### config.mk
export PLATFORM = sky130hd
export DESIGN_NAME = case_insensitive_substring_search_flat
export DESIGN_NICKNAME = d
export VERILOG_FILES = /design/src/hdl/cis_pkg.sv /design/src/hdl/cis_ifs.sv /design/src/hdl/cis_in_stage.sv /design/src/hdl/cis_matcher.sv /design/src/hdl/case_insensitive_substring_search.sv /design/src/flat_wrapper.sv
export SDC_FILE = /design/constraint.sdc
export NUM_CORES = 1
export LEC_CHECK = 0
export BUFFER_PORTS_ARGS = -buffer_cell sky130_fd_sc_hd__buf_2
export CORE_AREA = 2 2 261 211
export DETAILED_ROUTE_END_ITERATION = 8
export DIE_AREA = 0 0 263 213
export GPL_ROUTABILITY_DRIVEN = 0
export GPL_TIMING_DRIVEN = 0
export HOLD_SLACK_MARGIN = 0.06
export PLACE_DENSITY_LB_ADDON = 0.05
export SETUP_SLACK_MARGIN = 0.2
export SYNTH_ARGS = -nofsm -noshare
export SYNTH_HDL_FRONTEND = slang
export SYNTH_SLANG_ARGS = --single-unit
### constraint.sdc
create_clock -name clk -period 8.3 [get_ports clk]
set_clock_uncertainty 0.05 [all_clocks]
set_input_delay 1.245 -clock clk [delete_from_list [all_inputs] [get_ports clk]]
set_output_delay 1.245 -clock clk [all_outputs]
set_load 0.02 [all_outputs]
### src/hdl/cis_pkg.sv
// Shared types, constants and byte folding for the substring search block.
package cis_pkg;

	localparam int unsigned NEEDLE_BYTES = 16;
	localparam int unsigned LEN_W        = 5;
	localparam int unsigned START_W      = 16;
	localparam int unsigned CFG_DATA_W   = 64;
	localparam int unsigned CFG_IDX_W    = 2;

	typedef enum logic [CFG_IDX_W-1:0] {
		CFG_NEEDLE_LOW  = 2'd0,
		CFG_NEEDLE_HIGH = 2'd1,
		CFG_NEEDLE_LEN  = 2'd2
	} cfg_index_t;

	// Input stage contents handed to the match logic.
	typedef struct packed {
		logic       valid;
		logic       last;
		logic [7:0] upper;
	} s1_item_t;

	// Fold ASCII lower case letters to upper case; other bytes pass unchanged.
	function automatic logic [7:0] fold_upper(input logic [7:0] c);
		logic [7:0] r;
		r = c;
		if (c >= 8'h61 && c <= 8'h7A) begin
			r = c - 8'h20;
		end
		return r;
	endfunction

endpackage

### src/hdl/cis_ifs.sv
// Stream interfaces for haystack bytes and search results.
interface cis_text_if;
	import cis_pkg::*;
	logic       valid;
	logic       ready;
	logic [7:0] text_byte;
	logic       final_byte;

	modport source (output valid, output text_byte, output final_byte, input ready);
	modport sink   (input valid, input text_byte, input final_byte, output ready);
endinterface

interface cis_result_if;
	import cis_pkg::*;
	logic               valid;
	logic               ready;
	logic               match_found;
	logic [START_W-1:0] match_start;

	modport source (output valid, output match_found, output match_start, input ready);
	modport sink   (input valid, input match_found, input match_start, output ready);
endinterface

### src/hdl/cis_in_stage.sv
// Input register: fold each accepted byte and hold it until the match stage takes it.
module cis_in_stage
	import cis_pkg::*;
(
	input  logic        clk,
	input  logic        arst_n,
	cis_text_if.sink    text,
	input  logic        out_free,
	output s1_item_t    item,
	output logic        fire
);

	logic       valid_s1;
	logic       last_s1;
	logic [7:0] upper_s1;

	// A final byte may only leave once the result register can take it.
	assign fire       = valid_s1 && (!last_s1 || out_free);
	assign text.ready = !valid_s1 || fire;

	always_ff @(posedge clk or negedge arst_n) begin
		if (!arst_n) begin
			valid_s1 <= 1'b0;
		end else if (text.ready) begin
			valid_s1 <= text.valid;
		end
	end

	always_ff @(posedge clk) begin
		if (text.valid && text.ready) begin
			last_s1  <= text.final_byte;
			upper_s1 <= fold_upper(text.text_byte);
		end
	end

	assign item = '{valid: valid_s1, last: last_s1, upper: upper_s1};

endmodule

### src/hdl/cis_matcher.sv
// Window of folded haystack bytes and the parallel compare against the needle.
module cis_matcher
	import cis_pkg::*;
#(
	parameter int unsigned MAX_NEEDLE = 16
) (
	input  logic                  clk,
	input  logic                  advance,
	input  logic [7:0]            upper,
	input  logic [CFG_DATA_W-1:0] needle_low,
	input  logic [CFG_DATA_W-1:0] needle_high,
	input  logic [LEN_W-1:0]      len,
	output logic                  all_eq
);

	localparam int unsigned WD = (MAX_NEEDLE > 1) ? MAX_NEEDLE - 1 : 1;

	logic [7:0]                    window_q [WD];
	logic [7:0]                    cur      [MAX_NEEDLE];
	logic [2*CFG_DATA_W-1:0]       needle;
	logic [MAX_NEEDLE-1:0]         eq;

	assign needle = {needle_high, needle_low};

	// Entry 0 is the newest byte, the one being consumed now.
	always_comb begin
		cur[0] = upper;
		for (int j = 1; j < MAX_NEEDLE; j++) begin
			cur[j] = window_q[j-1];
		end
	end

	// Position j of the window lines up with needle byte len-1-j.
	always_comb begin
		logic [3:0] k;
		for (int j = 0; j < MAX_NEEDLE; j++) begin
			k = 4'(len - LEN_W'(j) - 1'b1);
			eq[j] = (LEN_W'(j) >= len) || (cur[j] == fold_upper(needle[k*8 +: 8]));
		end
	end

	assign all_eq = &eq;

	// Advance the window by one byte.
	always_ff @(posedge clk) begin
		if (advance) begin
			window_q[0] <= upper;
			for (int j = 1; j < WD; j++) begin
				window_q[j] <= window_q[j-1];
			end
		end
	end

endmodule

### src/hdl/case_insensitive_substring_search.sv
// Case-insensitive substring search over a byte stream.
// Haystack bytes arrive one per transfer on the text channel; each byte is folded to upper case
// (ASCII a to z only) and compared, together with the newest preceding bytes, against the folded
// needle held in the configuration registers (needle bytes 0 to 7 at index 0, bytes 8 to 15 at
// index 1, length 0 to 16 at index 2). The first match start is kept; on the byte marked final
// one result transfer reports match_found and match_start (0 when nothing was found) and the
// stream state is cleared for the next haystack. An empty needle matches at 0, a needle longer
// than the haystack or than MAX_NEEDLE is never found, and once MAX_TEXT bytes have been counted
// later matches are ignored. Throughput is one byte per clock: each byte is held in the
// input register, where the window compare and state update run in a single step, and the
// result register holds a finished result while further bytes keep flowing. A final byte waits
// in the input register only while an earlier result is still untaken, and its result is
// then captured in the result register. Write the configuration only while idle.
module case_insensitive_substring_search
	import cis_pkg::*;
#(
	parameter int unsigned MAX_NEEDLE = 16,
	parameter int unsigned MAX_TEXT   = 65536
) (
	input  logic                  clk,
	input  logic                  arst_n,
	cis_text_if.sink              text,
	cis_result_if.source          result,
	input  logic                  cfg_wen,
	input  logic [CFG_IDX_W-1:0]  cfg_index,
	input  logic [CFG_DATA_W-1:0] cfg_wdata
);

	localparam int unsigned PW = $clog2(MAX_TEXT + 1);

	// Configuration registers.
	logic [CFG_DATA_W-1:0] needle_low_q;
	logic [CFG_DATA_W-1:0] needle_high_q;
	logic [LEN_W-1:0]      needle_len_q;

	// Stream state.
	logic [PW-1:0]      pos_q;
	logic               found_q;
	logic [START_W-1:0] start_q;

	// Result register.
	logic               res_valid_q;
	logic               res_found_q;
	logic [START_W-1:0] res_start_q;

	s1_item_t           item;
	logic               fire;
	logic               out_free;
	logic               all_eq;

	logic [PW-1:0]      count;
	logic               counting;
	logic               hit;
	logic [31:0]        diff;
	logic               found_nx;
	logic [START_W-1:0] start_nx;

	assign out_free = !res_valid_q || result.ready;

	cis_in_stage u_in (
		.clk      (clk),
		.arst_n   (arst_n),
		.text     (text),
		.out_free (out_free),
		.item     (item),
		.fire     (fire)
	);

	cis_matcher #(
		.MAX_NEEDLE (MAX_NEEDLE)
	) u_match (
		.clk         (clk),
		.advance     (fire),
		.upper       (item.upper),
		.needle_low  (needle_low_q),
		.needle_high (needle_high_q),
		.len         (needle_len_q),
		.all_eq      (all_eq)
	);

	// Configuration writes; an index beyond the list is dropped.
	always_ff @(posedge clk or negedge arst_n) begin
		if (!arst_n) begin
			needle_low_q  <= '0;
			needle_high_q <= '0;
			needle_len_q  <= '0;
		end else if (cfg_wen) begin
			unique case (cfg_index)
				CFG_NEEDLE_LOW:  needle_low_q  <= cfg_wdata;
				CFG_NEEDLE_HIGH: needle_high_q <= cfg_wdata;
				CFG_NEEDLE_LEN:  needle_len_q  <= cfg_wdata[LEN_W-1:0];
				default: ;
			endcase
		end
	end

	// Match decision for the byte now leaving the input register.
	always_comb begin
		counting = (pos_q < PW'(MAX_TEXT));
		count    = pos_q + 1'b1;
		diff     = 32'(count) - 32'(needle_len_q);
		hit      = (needle_len_q == '0) ||
			((needle_len_q <= LEN_W'(MAX_NEEDLE)) && (count >= PW'(needle_len_q)) && all_eq);
		found_nx = found_q;
		start_nx = start_q;
		if (counting && !found_q && hit) begin
			found_nx = 1'b1;
			// Empty needle is forced to zero here, since count minus zero would be count, not zero.
			start_nx = (needle_len_q == '0) ? '0 : diff[START_W-1:0];
		end
	end

	// Advance the stream state; clear it after the final byte.
	always_ff @(posedge clk or negedge arst_n) begin
		if (!arst_n) begin
			pos_q   <= '0;
			found_q <= 1'b0;
			start_q <= '0;
		end else if (fire) begin
			if (item.last) begin
				pos_q   <= '0;
				found_q <= 1'b0;
				start_q <= '0;
			end else begin
				if (counting) begin
					pos_q <= count;
				end
				found_q <= found_nx;
				start_q <= start_nx;
			end
		end
	end

	// Hold the result until the sink takes it.
	always_ff @(posedge clk or negedge arst_n) begin
		if (!arst_n) begin
			res_valid_q <= 1'b0;
		end else if (fire && item.last) begin
			res_valid_q <= 1'b1;
		end else if (result.ready) begin
			res_valid_q <= 1'b0;
		end
	end

	always_ff @(posedge clk) begin
		if (fire && item.last) begin
			res_found_q <= found_nx;
			res_start_q <= found_nx ? start_nx : '0;
		end
	end

	assign result.valid       = res_valid_q;
	assign result.match_found = res_found_q;
	assign result.match_start = res_start_q;

endmodule
### src/flat_wrapper.sv
// flat-port wrapper written by rule: the top's interface ports become plain ports
module case_insensitive_substring_search_flat import cis_pkg::*;
#(
	parameter int unsigned MAX_NEEDLE = 16,
	parameter int unsigned MAX_TEXT   = 65536
)
  (clk, arst_n, cfg_wen, cfg_index, cfg_wdata, text_valid, text_text_byte, text_final_byte, text_ready, result_valid, result_match_found, result_match_start, result_ready);
  cis_text_if text_i ();
  cis_result_if result_i ();
  input  logic clk;
  input  logic arst_n;
  input  logic cfg_wen;
  input  logic [CFG_IDX_W-1:0] cfg_index;
  input  logic [CFG_DATA_W-1:0] cfg_wdata;
  input wire logic [$bits(text_i.valid)-1:0] text_valid;
  input wire logic [$bits(text_i.text_byte)-1:0] text_text_byte;
  input wire logic [$bits(text_i.final_byte)-1:0] text_final_byte;
  output wire logic [$bits(text_i.ready)-1:0] text_ready;
  output wire logic [$bits(result_i.valid)-1:0] result_valid;
  output wire logic [$bits(result_i.match_found)-1:0] result_match_found;
  output wire logic [$bits(result_i.match_start)-1:0] result_match_start;
  input wire logic [$bits(result_i.ready)-1:0] result_ready;
  assign text_i.valid = text_valid;
  assign text_i.text_byte = text_text_byte;
  assign text_i.final_byte = text_final_byte;
  assign text_ready = text_i.ready;
  assign result_valid = result_i.valid;
  assign result_match_found = result_i.match_found;
  assign result_match_start = result_i.match_start;
  assign result_i.ready = result_ready;
  case_insensitive_substring_search #(.MAX_NEEDLE(MAX_NEEDLE), .MAX_TEXT(MAX_TEXT)) u_core (.clk(clk), .arst_n(arst_n), .text(text_i), .result(result_i), .cfg_wen(cfg_wen), .cfg_index(cfg_index), .cfg_wdata(cfg_wdata));
endmodule
==> metrics <==
Hold-fix buffers, CTS=0; Cell Chain, Critical Path=buf_2 > clkdlybuf4s15_1 > inv_2 > ha_1 > clkbuf_1 > clkbuf_1 > mux4_2 > a21oi_1 > o2bb2ai_1 > o21ai_0 > xnor2_1 > a211o_1 > o41ai_1 > o41a_1 > and3_1 > nand2_2 > buf_2 > o21ai_0; worst-margin pin slew=1250 ps; Achievable Freq=123 MHz; GR Util All Layers=32.0%; initial antenna violation count=2; GRT Max-Usage Layer=met1; met1 usage=46.0%; RSZ-0062 raised after global routing=no; Boundary Pins=99; core area=53,400 um^2; Final Critical Period=8110 ps; Slew HR=16.4%; share of post-route cells with drive strength above 1=33.8%; final net count=2,085; Die ar.=56,000 um^2; DP Cell Count=2,632; Routed WL per cell=33.1 um; Critical-path top delay cell=clkdlybuf4s15_1; Synth Register Bits=315; area grow syn2layout=11.6%; mapped cell area=23,800 um^2; outcome=complete, no violations; Initial Utilization=44.5%; syn_nets=1,946; clock buffer depth=3; grt ovf=0; Clock Power Share=16.7%; HP Class=reg -> reg; switching power total=4.37 mW; FP Rows=76; worst setup margin=192 ps; drt initial violations=2,654; post-CTS setup buffer count=0; crit path kind=reg -> reg; met3 Track Usage GR=12.7%; grt met2 use=43.9%; PortBufs=98; First-pass DRT Iterations=5; Worst-path clk slew=70 ps; vias=18,797; CP peak stage delay=730 ps; Setup crit end kind=register; Top delay family on crit path=buffers and inverters; EDFF count, synth=146; post-route antenna net violation count=0; Mapped Avg Cell Area=13.0 um^2; Hold Fails Final Rpt=0; via/cell ratio=6.98; Syn Inst Count=1,828; count of final max-slew check failures=0; WP data required=8650 ps; critical path peak fanout=13; Synth async-reset ratio=53.7%; sequential area share after synthesis=36.2%; Lkg Pwr=9.96 nW; DP Wirelength=70.8 mm; dominant synthesized flop cell=dfrtp_1; Finished Layout Cells=2,694; TritonCTS clock tree=yes; Worst Path Buf+Inv=6; drc violations=0; internal power=5.18 mW; root buf cell=clkbuf_16; Clock Sinks=315; later-pin clock latency in the skew report=580 ps; # H-tree levels=2; CTS Buf Count=36; vias in the first global route=17,656; chip height=213 um; final WL=89.1 mm; synth unique cells=87; largest net degree at the start of global routing=88; combinational power share=60.4%; Cell Pwr Density=360 nW/um^2; Syn. warnings=0; fin crit share=97.7%; Switching Fraction=45.7%; first-pass GRT wire length=128 mm; max_cap viols=0; CP Launch Type=register; setup TNS=0 ps; Reg power frac=22.9%; antenna cells=0; worst slack at placement=-1190 ps; Die W=263 um; Final setup viols=0; VDD IR max=0.193 mV; CP arrival=8460 ps
[cell type report]
type | instances | area, um^2
Fill cell | 4683 | 26900
Multi-Input combinational cell | 1346 | 14500
Sequential cell | 315 | 8620
Clock buffer | 49 | 980
Tap cell | 702 | 878
Buffer | 110 | 622
Timing Repair Buffer | 102 | 588
Inverter | 56 | 210
Clock inverter | 14 | 171
[registers in the layout, summed over array words and instances (netlist names), 5 cells and up]
name                       flops
u_core.result.match_start     16
u_core.needle_high_q          64
u_core.needle_len_q            5
u_core.needle_low_q           64
u_core.u_match.window_q      120
u_core.start_q                16
u_core.u_in.upper_s1           8
u_core.pos_q                  17
[cells in the mapped netlist (35+ instances only)]
cell	n	share of area, %
mux2i_1	116	4.9
dfrtp_1	169	18
edfxtp_1	146	18
nand2_1	109	1.7
mux2_2	158	7.5
clkbuf_1	47	0.74
nor2_1	61	0.96
a21oi_1	41	0.86
buf_2	39	0.82
mux4_2	267	25
xnor2_1	98	3.6
o21ai_0	56	1.2
inv_1	53	0.84
xor2_1	61	2.2
nand3_1	35	0.74
ha_1	37	1.9
[path summary, 6_finish.rpt]
check / startpoint / to / slack, ps / cells past startpoint
hold / removal: u_core.u_match.window_q[1][39] / u_core.u_match.window_q[1][47] / 420 / 0
setup / recovery: u_core.needle_len_q[2] / u_core.result.match_start[14] / 190 / 18
setup reg to reg: u_core.needle_len_q[2] / u_core.result.match_start[14] / 190 / 18
max in group asynchronous: arst_n / u_core.needle_high_q[55] / 6620 / 2
min in group asynchronous: arst_n / u_core.needle_low_q[48] / 620 / 1
hold reg to reg: u_core.u_match.window_q[1][39] / u_core.u_match.window_q[1][47] / 420 / 0
[power groups by stage]
stage / logic [mW] / registers (mW) / clock network [mW]
after floorplan: 3.82 / 2.04 / 0
after global placement: 5.38 / 2.19 / 0
after detailed placement: 5.48 / 2.20 / 0
after CTS: 5.54 / 2.17 / 1.62
after global routing: 6.00 / 2.21 / 1.70
final: 5.77 / 2.19 / 1.60
[kinds of logic after synthesis]
family,after synthesis,synth area share (%)
muxes,541,37.6
and+or+nand+nor,358,7.67
DFF,315,36.2
AOI/OAI and AO/OA,244,6.84
buffers and inverters,167,3.27
xor gates and xnor gates,165,6.32
adders and majority gates,38,2.03
[worst register-to-register path: stages, from the launching register on]
cell and delay (ps):
dfrtp_1 580, buf_2 320, clkdlybuf4s15_1 740, inv_2 450
ha_1 610, clkbuf_1 700, clkbuf_1 730, mux4_2 460
a21oi_1 90, o2bb2ai_1 640, o21ai_0 280, xnor2_1 170
a211o_1 320, o41ai_1 710, o41a_1 290, and3_1 220
nand2_2 130, buf_2 230, o21ai_0 210
[timing repair]
action | CTS | global route
gates resized for setup | 19 | 20
pin swaps | 0 | 0
setup endpoints to repair | 34 | 34
[placed cells by master (no fill, tap or decap), types with 22 or more instances in the layout]
cell type and count:
ha_1 37, o21ai_0 56, edfxtp_1 146, clkbuf_1 54
xnor2_1 97, nand3_1 35, buf_2 123, nor2_1 61
nor3_1 34, a21oi_1 41, inv_1 53, xor2_1 60
o22ai_1 22, clkbuf_16 36, dfrtp_1 167, mux4_2 267
mux2_2 158, nand2_1 108, mux2i_1 111
[routing by layer]
metal  wire, um  vias up
li1           -     7577
met2      35800     1344
met4       3410        2
met5         14        -
met1      37200     9676
met3      12700      198
[stage by stage]
stage / util (%) / hold WS, ps / total power, mW / instance area [um^2]
5_1_grt: 49.7 / 417 / 9.91 / 26500
2_1_floorplan: - / 376 / 5.86 / 23800
6_report: 49.7 / 417 / 9.56 / 26500
3_5_place_dp: 47.3 / 405 / 7.68 / 25300
4_1_cts: 49.5 / 414 / 9.33 / 26500
3_3_place_gp: 47.1 / 404 / 7.58 / 25200
(Power assumes the default switching activity.)
